### src/rtl/core/pcd_pkg.sv
// ----------------------------------------------------------------------------
// pcd_pkg
// Shared types and constants of the parity checked prefix code decoder:
// item and result words, opcodes, controller command and status groups.
// ----------------------------------------------------------------------------
package pcd_pkg;

	localparam int MAX_CODE_LEN_DEF = 10;
	localparam int DATA_BITS        = 8;
	localparam int NIBBLE_BITS      = 4;
	localparam int SYM_W            = 8;
	localparam int MLEN_W           = 16;

	localparam logic [1:0] OP_LOAD  = 2'd0;
	localparam logic [1:0] OP_DATA  = 2'd1;
	localparam logic [1:0] OP_CLEAR = 2'd2;

	typedef struct packed {
		logic [1:0]  op;
		logic [3:0]  nibble;
		logic [9:0]  code_bits;
		logic [3:0]  code_length;
		logic [7:0]  entry_symbol;
	} item_t;

	typedef struct packed {
		logic [7:0] symbol;
		logic       last;
		logic       message_full;
	} result_t;

	typedef logic [MLEN_W-1:0] cfg_t;

	// controller to datapath
	typedef struct packed {
		logic load;
		logic take_nib;
		logic shift_bit;
		logic next_bit;
		logic drop_group;
		logic start_match;
		logic match_step;
		logic next_k;
		logic take_hit;
		logic flush;
		logic clr_start;
		logic clr_step;
	} cmd_t;

	// datapath to controller
	typedef struct packed {
		logic full;
		logic grp_full;
		logic parity_odd;
		logic bit_last;
		logic k_last;
		logic lookup_ok;
		logic hit;
		logic hold_v;
		logic can_push;
		logic clr_done;
	} sts_t;

endpackage

### src/rtl/core/pcd_ctrl.sv
// ----------------------------------------------------------------------------
// pcd_ctrl
// Sequencer of the decoder: table clearing sweep, item dispatch, per-bit
// grouping, per-bit table lookups and result flushing.
// ----------------------------------------------------------------------------
module pcd_ctrl (
	input  logic            clk,
	input  logic            arst_n,
	input  logic            in_valid,
	input  logic [1:0]      in_op,
	output logic            in_ready,
	output pcd_pkg::cmd_t   cmd,
	input  pcd_pkg::sts_t   sts
);

	typedef enum logic [5:0] {
		ST_CLEAR = 6'b000001,
		ST_IDLE  = 6'b000010,
		ST_BIT   = 6'b000100,
		ST_MATCH = 6'b001000,
		ST_CHECK = 6'b010000,
		ST_FLUSH = 6'b100000
	} state_t;

	state_t state_q;
	state_t state_d;

	always_ff @(posedge clk or negedge arst_n) begin
		if (!arst_n) begin
			state_q <= ST_CLEAR;
		end else begin
			state_q <= state_d;
		end
	end

	always_comb begin
		cmd      = '0;
		state_d  = state_q;
		in_ready = 1'b0;
		unique case (state_q)
			ST_CLEAR: begin
				cmd.clr_step = 1'b1;
				if (sts.clr_done) begin
					state_d = ST_IDLE;
				end
			end
			ST_IDLE: begin
				in_ready = 1'b1;
				if (in_valid) begin
					unique case (in_op)
						pcd_pkg::OP_LOAD: begin
							cmd.load = 1'b1;
						end
						pcd_pkg::OP_DATA: begin
							cmd.take_nib = 1'b1;
							state_d      = ST_BIT;
						end
						pcd_pkg::OP_CLEAR: begin
							cmd.clr_start = 1'b1;
							state_d       = ST_CLEAR;
						end
						default: begin
						end
					endcase
				end
			end
			ST_BIT: begin
				priority if (sts.full) begin
					state_d = ST_FLUSH;
				end else if (!sts.grp_full) begin
					cmd.shift_bit = 1'b1;
					if (sts.bit_last) begin
						state_d = ST_FLUSH;
					end else begin
						cmd.next_bit = 1'b1;
					end
				end else if (sts.parity_odd) begin
					cmd.start_match = 1'b1;
					state_d         = ST_MATCH;
				end else begin
					// parity bit failed: drop the whole group
					cmd.drop_group = 1'b1;
					if (sts.bit_last) begin
						state_d = ST_FLUSH;
					end else begin
						cmd.next_bit = 1'b1;
					end
				end
			end
			ST_MATCH: begin
				if (sts.full) begin
					cmd.drop_group = 1'b1;
					if (sts.bit_last) begin
						state_d = ST_FLUSH;
					end else begin
						cmd.next_bit = 1'b1;
						state_d      = ST_BIT;
					end
				end else begin
					cmd.match_step = 1'b1;
					if (sts.lookup_ok) begin
						state_d = ST_CHECK;
					end else if (sts.k_last) begin
						// saturated pending code, no lookup
						cmd.drop_group = 1'b1;
						if (sts.bit_last) begin
							state_d = ST_FLUSH;
						end else begin
							cmd.next_bit = 1'b1;
							state_d      = ST_BIT;
						end
					end else begin
						cmd.next_k = 1'b1;
					end
				end
			end
			ST_CHECK: begin
				// a hit must wait while both the hold and output registers are taken
				if (!(sts.hit && sts.hold_v && !sts.can_push)) begin
					cmd.take_hit = sts.hit;
					if (sts.k_last) begin
						cmd.drop_group = 1'b1;
						if (sts.bit_last) begin
							state_d = ST_FLUSH;
						end else begin
							cmd.next_bit = 1'b1;
							state_d      = ST_BIT;
						end
					end else begin
						cmd.next_k = 1'b1;
						state_d    = ST_MATCH;
					end
				end
			end
			ST_FLUSH: begin
				if (!sts.hold_v) begin
					state_d = ST_IDLE;
				end else if (sts.can_push) begin
					cmd.flush = 1'b1;
					state_d   = ST_IDLE;
				end
			end
			default: begin
				state_d = ST_CLEAR;
			end
		endcase
	end

endmodule

### config.mk
export PLATFORM = sky130hd
export DESIGN_NAME = pcd_ctrl
export DESIGN_NICKNAME = d
export VERILOG_FILES = /design/src/rtl/core/pcd_pkg.sv /design/src/rtl/core/pcd_ctrl.sv
export SDC_FILE = /design/constraint.sdc
export NUM_CORES = 1
export LEC_CHECK = 0
export ABC_AREA = 1
export ABC_CLOCK_PERIOD_IN_PS = 1500
export BUFFER_PORTS_ARGS = -buffer_cell sky130_fd_sc_hd__buf_2
export CAP_MARGIN = 30
export CORE_MARGIN = 2
export CORE_UTILIZATION = 47
export CTS_CLUSTER_SIZE = 40
export DETAILED_ROUTE_END_ITERATION = 8
export GPL_ROUTABILITY_DRIVEN = 0
export GPL_TIMING_DRIVEN = 0
export HOLD_SLACK_MARGIN = 0.15
export MAX_ROUTING_LAYER = met4
export PLACE_DENSITY = 0.78
export SLEW_MARGIN = 20
export SYNTH_ARGS = -nofsm -noshare
export SYNTH_HDL_FRONTEND = slang
export SYNTH_SLANG_ARGS = --single-unit
### constraint.sdc
create_clock -name clk -period 1.5 [get_ports clk]
set_input_delay 0.15 -clock clk [delete_from_list [all_inputs] [get_ports clk]]
set_output_delay 0.15 -clock clk [all_outputs]
set_load 0.01 [all_outputs]
==> summary.md, run 1 <==
| Metric | Value |
|---|---|
| Final worst path period need | around 1.7 ns |
| Placed instance area | between 800 and 900 um^2 |
| DRC violations left | 0 |
| Max Clock Freq | ~600 MHz |
| Arrival time worst endpoint | 1.52 ns |
| Vias in the first global route | roughly 760 |
| Max incr delay on CP | ~0.44 ns |
| Die area | between 0.0015 and 0.002 mm^2 |
| Unique cell type count in the Yosys netlist | 21 |
| Final cell count without fillers | ~180 |
| Flops & latches, synth | 6 |
| Port Buffers | 27 |
| Delay-heaviest family, CP | simple AND/OR/NAND/NOR gates |
| Rel. slew slack | a little over four fifths |
| Initial antenna violation count | 0 |
| Clock Sinks | 6 |
| Die Width | 42.44 um |
| Failing checks | negative setup slack |
| Commonest non-fill, non-tap cells in the layout | 28 x nand2_1, 27 x buf_2, 21 x nor2_1 |
| Total grt overflow | 0 |
| Syn_nets | approximately 140 |
| CTS tree | done |
| Min-delay src | sts[1] |
| Number of I/O pins | 28 |
| Bufs and invs on worst path | 1 |
| CTS Buffer Depth | 2 |
| Crit path cell chain | nor2_4, nand2_2, nor2_4, nand3_2, o211ai_1, buf_2 |
| Worst min path class | primary input to flop |
| Largest net degree at the start of global routing | 8 |
| PwrDens | ~1000 mW/mm^2 |
| CP Data Required Time | about 1.4 ns |
| Synthesized instance count | ~120 |
| WL per Instance | about 11 um |
| Reg2Reg Setup Slack | 0.03 ns |
| Yosys warning total | 0 |
| CTS Buf Count | 3 |
| First-pass GRT wire length | approximately 3 mm |
| Critical-path top delay cell | dfrtp_2 |
| # setup viols final | 9 |
| Syn-to-layout area delta | 45.59% |
| Post-Syn Area | a little under 700 um^2 |
| Reg-to-Reg End | state_q[2] |
| Reg2reg start | state_q[5] |
| Power consumption | around 1 mW |
| Worst setup startpoint | state_q[5] |
| Initial Util | between 50 and 60% |
| P_leak | 0.5897 nW |
| Fill cells | 122 |
| Mean Syn Cell Area | ~5.9 um^2 |
| Largest regs | state_q: 6 flops |
| Final Hold Vio Count | 0 |
| Register with the most flip-flops | state_q |
| Fin worst setup slack | -0.1651 ns |
| H-tree level count | 1 |
| Worst Clk Skew | ~0.009 ns |
| Register area | 152.6 um^2 |
| Finished Cell Area | roughly 0.001 mm^2 |
| Drt total wl | just under 2 mm |
| Cell mode on critical path | nor2_4 |
| Commonest non-fill, non-tap cell in the layout | nand2_1 |
| Clock-pin slew on the worst setup and hold paths | around 0.050 ns |
| Worst-skew pair later-pin latency | ~0.25 ns |
| Max cap viols | 0 |
| Largest register FFs | 6 |
| Root Driver | clkbuf_4 |
| Slew Viols, Final | 0 |
| Nets | between 150 and 200 |
| Core Area | 0.001334 mm^2 |
| Cells on Worst Hold Path | 4 |
| Worst Reg2Reg Path Length in Cells | 9 |
| Worst Hold End | state_q[5] |
| Antenna diode count | 0 |
| Status | finished, violations left |
| Row Count | 13 |
| Die Ht | about 42 um |
| DR pass1 iterations | 4 |
| Sequential share of the synthesized area | between 20% and 30% |
| Max IR drop VDD | 0.0004857 V |
| Post-DP HPWL | 1.424 mm |
| Total GRT Usage | approximately 22% |
| Via density | 5.000 |
| Crit. End Element | primary output |
| Slew at the pin closest to its max-slew limit | between 0.2 and 0.25 ns |
| Worst Path Max Fanout | 5 |
| Post-route ant nets | 0 |
| Unrepaired setup endpoints after global routing | true |
| Initial DRC Count | 34 |
| Critical path type | flop to primary output |
| Layout cells sized above 1 | 40.00% |
| Area of the multi-input gates | 504.2 um^2 |
| Placed insts | 159 |
| Via count | 875 |
| Final Cycle Share | 111.0% |
| Worst setup SP type | flop |
Yosys cell counts (all sizes together):
master   instances  area share, %
nor2            29             20
o2bb2ai          1            1.3
a21oi            1           0.72
o21ai            1           0.72
or2              1           0.90
o22ai            2            1.8
dfstp            1            3.8
inv             21             11
nand3           13             12
o31ai            1            1.1
nand2           33             19
nand3b           1            1.1
dfrtp            5             18
nand4            3            2.7
o211ai           1            1.1
ha               3            5.4
what timing repair did:
action	4_1_cts	5_1_grt
endpoints found under the setup margin	9	16
resized for setup	6	8
hold buffers	2	0
hold endpoints to repair	7	0
setup buffers	7	3
pin swaps	5	4
where the power goes:
part	internal (mW)	switching, mW	total (mW)
sequential	0.215	0.0440	0.259
combinational	0.229	0.368	0.597
clock	0.101	0.0614	0.162
layout make-up:
cell class | count | area share (%)
flip-flops and latches | 6 | 15.10
well taps | 15 | 1.856
multi-input cells | 90 | 49.88
clock buffers | 4 | 2.599
inverters | 21 | 7.797
repair buffers | 39 | 22.77
kinds of logic (layout without fill, tap and decap cells):
| group | Yosys count | count (layout) | synth area share (%) |
|---|---|---|---|
| flops | 6 | 6 | 21.80 |
| simple gates | 80 | 80 | 54.78 |
| compound gates | 7 | 7 | 6.666 |
| buf+inv | 21 | 64 | 11.35 |
| fa+ha+maj | 3 | 3 | 5.406 |
per-layer routing:
layer / track usage [%] / share of wire, % / routed length (um)
met1: 27.01 / 47 / 897
met5: - / 0 / 0
met3: 1.293 / 3.3 / 64
met4: 14.37 / 2.6 / 51
met2: 35.38 / 47 / 915
worst max-delay path by stage:
| stage | endpoint | depth (start not counted) |
|---|---|---|
| after CTS | cmd[8] | 6 |
| after global placement | cmd[7] | 6 |
| after floorplan | cmd[8] | 5 |
| after global routing | cmd[8] | 7 |
| final | cmd[8] | 6 |
| after detailed placement | cmd[8] | 6 |
metrics by stage:
stage / util, % / worst slack, ns / hold slack [ns] / TNS (ns)
finish: 75.80 / -0.1651 / 0.2246 / -0.8449
global route: 75.80 / -0.2540 / 0.2407 / -1.702
CTS: 72.61 / -0.1734 / 0.2201 / -0.7023
detailed placement: 63.60 / 0.01821 / -0.02347 / 0
global placement: 63.60 / 0.02718 / -0.02856 / 0
floorplan: - / 0.2173 / -0.1456 / 0
worst register-to-register path: cells and delay by family (launching register included):
kind	cells	cell delay, ns
buf+inv	2	0.27
flops	1	0.44
simple gates	7	0.70
No activity file was read; power rests on OpenSTA's default activity.
==> run 2, diff against run 1 <==
--- a/config.mk
+++ b/config.mk
@@ -5,19 +5,18 @@
 export SDC_FILE = /design/constraint.sdc
 export NUM_CORES = 1
 export LEC_CHECK = 0
-export ABC_AREA = 1
 export ABC_CLOCK_PERIOD_IN_PS = 1500
 export BUFFER_PORTS_ARGS = -buffer_cell sky130_fd_sc_hd__buf_2
 export CAP_MARGIN = 30
 export CORE_MARGIN = 2
-export CORE_UTILIZATION = 47
+export CORE_UTILIZATION = 45
 export CTS_CLUSTER_SIZE = 40
 export DETAILED_ROUTE_END_ITERATION = 8
 export GPL_ROUTABILITY_DRIVEN = 0
 export GPL_TIMING_DRIVEN = 0
 export HOLD_SLACK_MARGIN = 0.15
 export MAX_ROUTING_LAYER = met4
-export PLACE_DENSITY = 0.78
+export PLACE_DENSITY = 0.77
 export SLEW_MARGIN = 20
 export SYNTH_ARGS = -nofsm -noshare
 export SYNTH_HDL_FRONTEND = slang
==> run 2 against run 1 <==
The run still ends with negative setup slack left; combinational power rose by 91%; clock power decreased by 3%; synthesized cell count shrank 35%; critical path type unchanged; final cell count decreased by 19%; synthesized area is 9.7% lower; die area shrank 5.2%; first-iteration DRC count rose by 5.9%; clock-buffer cell count is the same.
==> summary.md, run 2 <==
| Metric | Value |
|---|---|
| Commonest non-fill, non-tap cell in the layout | buf_2 |
| Slew Viols, Final | 0 (unchanged) |
| Max cap viols | 0 (unchanged) |
| Syn-to-layout area delta | 87.23% |
| Row Count | 13 (unchanged) |
| Number of I/O pins | 28 (unchanged) |
| Antenna diode count | 0 (unchanged) |
| Ranking of synthesized cells by area | dfrtp_1 20%, and3_1 6.0%, ha_1 6.0% |
| Max IR drop VDD | 0.0009855 V (+100%) |
| Via density | 6.227 (+25%) |
| Clock Sinks | 6 (unchanged) |
| Nets | 145 (-19%) |
| Unrepaired setup endpoints after global routing | true |
| Post-route ant nets | 0 (unchanged) |
| Syn_nets | 94 (-30%) |
| Core Area | 0.001301 mm^2 (-2.4%) |
| Largest regs | state_q: 6 flops |
| Register area | 153.9 um^2 (+0.82%) |
| Worst min path class | primary input to flop |
| Number of flops mapped to enable cells by yosys | 0 (unchanged) |
| Worst Path Max Fanout | 4 (-1) |
| Sequential share of the synthesized area | 24.15% (+2.3 points) |
| Root Driver | clkbuf_4 |
| Failing checks | negative setup slack |
| Layout cells sized above 1 | 65.87% (+26 points) |
| Via count | 878 (+0.34%) |
| Most numerous cell in the Yosys netlist | nor2_1 |
| Worst hold margin | 0.2269 ns (+0.002238 ns) |
| Flops & latches, synth | 6 (unchanged) |
| Unique cell type count in the Yosys netlist | 36 (+71%) |
| DR pass1 iterations | 4 (unchanged) |
| Max Clock Freq | 456.1 MHz (-24%) |
| Final Hold Vio Count | 0 (unchanged) |
| Worst setup SP type | flop |
| Final worst path period need | 2.193 ns (+0.5276 ns) |
| P_leak | 0.5768 nW (-2.2%) |
| Largest register FFs | 6 (unchanged) |
| Fin worst setup slack | -0.6927 ns (-0.5276 ns) |
| Initial DRC Count | 36 (+5.9%) |
| Top cell type's share of synthesized area | 19.96% (+1.9 points) |
| Slew at the pin closest to its max-slew limit | 0.4568 ns (+0.2260 ns) |
| Drt total wl | 2.745 mm (+42%) |
| Rel. slew slack | 69.07% (-15 points) |
| Total grt overflow | 0 (unchanged) |
| CP Data Required Time | 1.35 ns (about the same) |
| CTS Buffer Depth | 2 (unchanged) |
| Area of the multi-input gates | 649.4 um^2 (+29%) |
| WL per Instance | 19.47 um (+77%) |
| Critical-path top delay cell | or4_4 |
| Worst slack, placed | -0.5490 ns (-0.5672 ns) |
| Post-DP HPWL | 1.284 mm (-9.8%) |
| Status | finished, violations left |
| DRC violations left | 0 (unchanged) |
| Crit. End Element | primary output |
| Arrival time worst endpoint | 2.04 ns (+0.52 ns) |
| Register with the most flip-flops | state_q |
| Initial Util | 48.17% (-3.9 points) |
| Placed instance area | 799.5 um^2 (-5.8%) |
| Max incr delay on CP | 0.57 ns (+0.13 ns) |
| Total GRT Usage | 31.45% (+9.2 points) |
| Clock-pin slew on the worst setup and hold paths | 0.04 ns (about the same) |
| Commonest cells in the synthesized netlist | 8 x nor2_1, 6 x and3_1, 6 x nand2_1, 6 x nand2b_1, 5 x dfrtp_1 |
| PwrDens | 1323 mW/mm^2 (+31%) |
| Commonest non-fill, non-tap cells in the layout | 24 x buf_2, 14 x buf_4, 7 x buf_6 |
| Largest net degree at the start of global routing | 8 (unchanged) |
| Final Cycle Share | 146.2% (+35 points) |
| Prevailing post-synth register cell | dfrtp_1 |
| Setup TNS | -8.755 ns (-7.910 ns) |
| Port Buffers | 27 (unchanged) |
| Worst Clk Skew | 0.008807 ns (-0.0001771 ns) |
| Async SR Flop Fraction | 100.0% (unchanged) |
| Critical path type | flop to primary output |
| Power consumption | 1.552 mW (+52%) |
| Yosys warning total | 0 (unchanged) |
| First-pass GRT wire length | 3.312 mm (+10%) |
| Fill cells | 54 (-56%) |
| CTS tree | done |
| Post-Syn Area | 626.9 um^2 (-9.7%) |
| Mean Syn Cell Area | 8.248 um^2 (+39%) |
| Synthesized instance count | 76 (-35%) |
| Finished Cell Area | 0.001174 mm^2 (+16%) |
| Die Width | 41.32 um (-2.6%) |
| # setup viols final | 19 (+10) |
| CTS Buf Count | 3 (unchanged) |
| Crit path cell chain | or4_4, or3_4, nand2b_4, a21oi_2, buf_2 |
| Initial antenna violation count | 0 (unchanged) |
| Die Ht | 41.32 um (-2.6%) |
| Worst-skew pair later-pin latency | 0.25 ns (about the same) |
| Vias in the first global route | 753 (-1.3%) |
| H-tree level count | 1 (unchanged) |
| Synth area leader | dfrtp_1 |
| Die area | 0.001707 mm^2 (-5.2%) |
-- run 2: cell types whose count changed in the layout (fill, tap and decap cells not counted), moves of 4 or more --
cell,change
and3_1,+5
buf_4,+4
buf_6,+7
inv_1,-14
inv_2,-4
nand2_1,-25
nand2b_1,+5
nand3_1,-7
nand3_2,-4
nor2_1,-17
-- run 2: worst max-delay path, delay by kind of cell (launching register included) --
family                 cells  cell delay, ns
buffers and inverters      1            0.16
AOI/OAI and AO/OA          1            0.14
DFF                        1            0.40
and+or+nand+nor            3            1.10
-- run 2: routing by layer --
metal  track usage, %  part of all wire (%)  wire [um]  up-vias
met5                -                     0          0        -
met4            20.16                   2.8         76        0
met3            6.915                   6.3        173       10
met2            48.83                    50       1368       48
met1            36.67                    41       1126      428
li1                 -                     -          -      392
-- run 2: kinds of logic after synthesis --
group	synth area share, %
simple gates	45.51
compound gates	21.16
flops	24.15
buf+inv	1.796
fa+ha+maj	5.989
xor+xnor	1.397
-- run 2: worst paths after layout --
kind,from,to,slack (ns),cells after the start
max in group asynchronous,arst_n,state_q[0],1.03,2
min in group asynchronous,arst_n,state_q[3],0.25,2
worst min register to register,state_q[5],state_q[5],0.68,2
worst min-delay path,sts[0],state_q[0],0.23,3
worst max register to register,state_q[1],state_q[5],-0.50,6
worst max-delay path,state_q[1],cmd[8],-0.69,5
-- run 2: area by class of cell --
class	count	share of cell area (%)
clock buffer	4	2.239
inverter	3	0.9595
multi-input combinational	67	55.33
sequential	6	13.11
tap	15	1.599
timing repair buffer	46	26.76
-- run 2: repair_timing --
action	4_1_cts	5_1_grt
hold buffers	1	0
pin swaps	12	10
setup endpoints to repair	19	19
endpoints found under the hold margin	6	0
setup buffers	15	3
gates resized for setup	27	17
-- run 2: power breakdown --
group | total (mW) | internal, mW | switching, mW | leakage, nW
clock network | 0.157 | 0.101 | 0.0568 | 0.0150
logic | 1.14 | 0.541 | 0.595 | 0.487
registers | 0.259 | 0.219 | 0.0393 | 0.0753
total | 1.55 | 0.861 | 0.691 | 0.577
-- run 2: stage by stage --
step / instances / utilization [%]
detailed placement: 118 / 61.44
floorplan: 76 / -
global placement: 118 / 61.44
global route: 141 / 90.19
CTS: 138 / 82.88
finish: 141 / 90.19
==> run 3, diff against run 2 <==
--- a/config.mk
+++ b/config.mk
@@ -17,6 +17,7 @@
 export HOLD_SLACK_MARGIN = 0.15
 export MAX_ROUTING_LAYER = met4
 export PLACE_DENSITY = 0.77
+export SKIP_LAST_GASP = 1
 export SLEW_MARGIN = 20
 export SYNTH_ARGS = -nofsm -noshare
 export SYNTH_HDL_FRONTEND = slang
==> run 3 against run 2 <==
The run still ends with negative setup slack left; fmax increased by 2.9%; utilization increased by 1.8 points; clock power decreased by 3%; global-route usage decreased by 1.0 points; non-clock buffer count increased by 1; largest power group unchanged; wire length increased by 5.5%; die area unchanged; combinational power about the same; sequential power about the same; first-iteration DRC count increased by 14%; cell area increased by 2.0%; flip-flop and latch count unchanged.
==> summary.md, run 3 (synthesized netlist as in run 2, its figures left out) <==
| Metric | Value |
|---|---|
| Sequential Power Share | 16.8% (about the same) |
| Worst setup SP type | flop |
| Finished Cell Area | 0.001197 mm^2 (+2.0%) |
| Via density | 6.275 (+0.77%) |
| Status | finished, violations left |
| Port Buffers | 27 (unchanged) |
| Slew Viols, Final | 0 (unchanged) |
| Comb pwr share | 73.2% (about the same) |
| # setup viols final | 19 (unchanged) |
| Antenna diode count | 0 (unchanged) |
| Fill cells | 43 (-20%) |
| CTS tree | done |
| Power share of the clock group | 10.0% (about the same) |
| Register with the most flip-flops | state_q |
| Nets | 146 (+0.69%) |
| Core Area | 0.001301 mm^2 (unchanged) |
| Max cap viols | 0 (unchanged) |
| Clock-pin slew on the worst setup and hold paths | 0.05 ns (about the same) |
| Reg2Reg Setup Slack | -0.52 ns (-0.02 ns) |
| Die area | 0.001707 mm^2 (unchanged) |
| Sw Share | 43.69% (-0.82 points) |
| P_sw | 0.6698 mW (-3.1%) |
| Clock Sinks | 6 (unchanged) |
| H-tree level count | 1 (unchanged) |
| Layout cells sized above 1 | 66.93% (+1.1 points) |
| Fin worst setup slack | -0.6317 ns (+0.06095 ns) |
| Commonest non-fill, non-tap cell in the layout | buf_2 |
| Arrival time worst endpoint | 1.98 ns (-0.06 ns) |
| Critical path type | flop to primary output |
| Syn-to-layout area delta | 91.02% |
| Die Ht | 41.32 um (unchanged) |
| Initial DRC Count | 41 (+14%) |
| WL per Instance | 20.40 um (+4.8%) |
| Die Width | 41.32 um (unchanged) |
| DR pass1 iterations | 4 (unchanged) |
| Pint | 0.8631 mW (+0.20%) |
| Commonest non-fill, non-tap cells in the layout | 23 x buf_2, 14 x buf_4, 9 x buf_6 |
| Max Clock Freq | 469.1 MHz (+2.9%) |
| CTS Buffer Depth | 2 (unchanged) |
| Register area | 153.9 um^2 (unchanged) |
| Vias in the first global route | 709 (-5.8%) |
| Initial Util | 48.17% (unchanged) |
| Rel. slew slack | 68.66% (-0.40 points) |
| Largest net degree at the start of global routing | 8 (unchanged) |
| Final Hold Vio Count | 0 (unchanged) |
| Worst Clk Skew | 0.008704 ns (-0.0001034 ns) |
| Max IR drop VDD | 0.001162 V (+18%) |
| Power consumption | 1.533 mW (-1.3%) |
| Root Driver | clkbuf_4 |
| Initial antenna violation count | 0 (unchanged) |
| Slew at the pin closest to its max-slew limit | 0.4688 ns (+0.01203 ns) |
| Number of I/O pins | 28 (unchanged) |
| CP Data Required Time | 1.35 ns (about the same) |
| Area of the multi-input gates | 655.6 um^2 (+0.96%) |
| Placed instance area | 799.5 um^2 (unchanged) |
| Crit. End Element | primary output |
| Drt total wl | 2.897 mm (+5.5%) |
| CTS Buf Count | 3 (unchanged) |
| Via count | 891 (+1.5%) |
| Row Count | 13 (unchanged) |
| P_leak | 0.5850 nW (+1.4%) |
| DRC violations left | 0 (unchanged) |
| First-pass GRT wire length | 3.167 mm (-4.4%) |
| Post-DP HPWL | 1.284 mm (unchanged) |
| Worst Path Max Fanout | 4 (unchanged) |
| Worst min path class | primary input to flop |
| Post-route ant nets | 0 (unchanged) |
| Largest regs | state_q: 6 flops |
| PwrDens | 1280 mW/mm^2 (-3.2%) |
| Largest register FFs | 6 (unchanged) |
| Total grt overflow | 0 (unchanged) |
| Unrepaired setup endpoints after global routing | true |
| Total GRT Usage | 30.41% (-1.0 points) |
| Final worst path period need | 2.132 ns (-0.06095 ns) |
| Worst slack, placed | -0.5490 ns (unchanged) |
| Worst-skew pair later-pin latency | 0.24 ns (about the same) |
| Worst hold margin | 0.2339 ns (+0.007012 ns) |
| Failing checks | negative setup slack |
| Final Cycle Share | 142.1% (-4.1 points) |
[run 3: changes by cell type in the layout (fill, tap and decap cells not counted), sizes merged]
cell / previous run / this run
buf: 45 / 46
[run 3: area by class of cell]
class | count | area share (%)
Sequential cell | 6 | 12.85
Clock buffer | 4 | 2.194
Inverter | 3 | 0.9404
Multi-Input combinational cell | 67 | 54.75
Tap cell | 15 | 1.567
Timing Repair Buffer | 47 | 27.69
[run 3: through the flow]
step	util (%)	instances	setup TNS, ns
finish	92.02	142	-8.978
global route	92.02	142	-10.49
CTS	82.12	138	-7.920
detailed placement	61.44	118	-6.746
global placement	61.44	118	-6.469
floorplan	-	76	-4.163
[run 3: metal layers]
layer / up-vias / track usage [%] / share of wire [%]
met3: 14 / 5.851 / 5.7
met1: 438 / 35.67 / 39
met2: 45 / 47.66 / 51
met5: - / - / 0
met4: 0 / 19.35 / 3.7
li1: 394 / - / -
[run 3: worst max-delay path: stages (launching register included)]
cell and delay, ns:
dfrtp_1 0.41, buf_4 0.16, buf_6 0.13, nor3_4 0.21, nand3_1 0.22, o22ai_2 0.24, a22oi_2 0.09, a21oi_2 0.15
buf_2 0.14
[run 3: final timing paths]
check	start	to	depth (start not counted)
setup / recovery	state_q[5]	cmd[8]	8
setup reg to reg	state_q[1]	state_q[5]	6
min in group asynchronous	arst_n	state_q[3]	2
max in group asynchronous	arst_n	state_q[0]	2
hold / removal	sts[0]	state_q[0]	3
hold reg to reg	state_q[5]	state_q[5]	2
[run 3: repair_timing]
action / CTS / global route
gates cloned: 0 / 0
hold endpoints to repair: 6 / 0
resized for setup: 25 / 22
setup buffers: 15 / 4
pin swaps: 12 / 10
hold buffers: 1 / 0
setup endpoints to repair: 19 / 19
[run 3: power by group through the flow]
stage	Clock (mW)	Combinational, mW	Sequential [mW]
floorplan	0	0.344	0.275
global placement	0	0.461	0.289
detailed placement	0	0.466	0.294
CTS	0.163	0.835	0.251
global route	0.176	1.17	0.263
finish	0.153	1.12	0.258
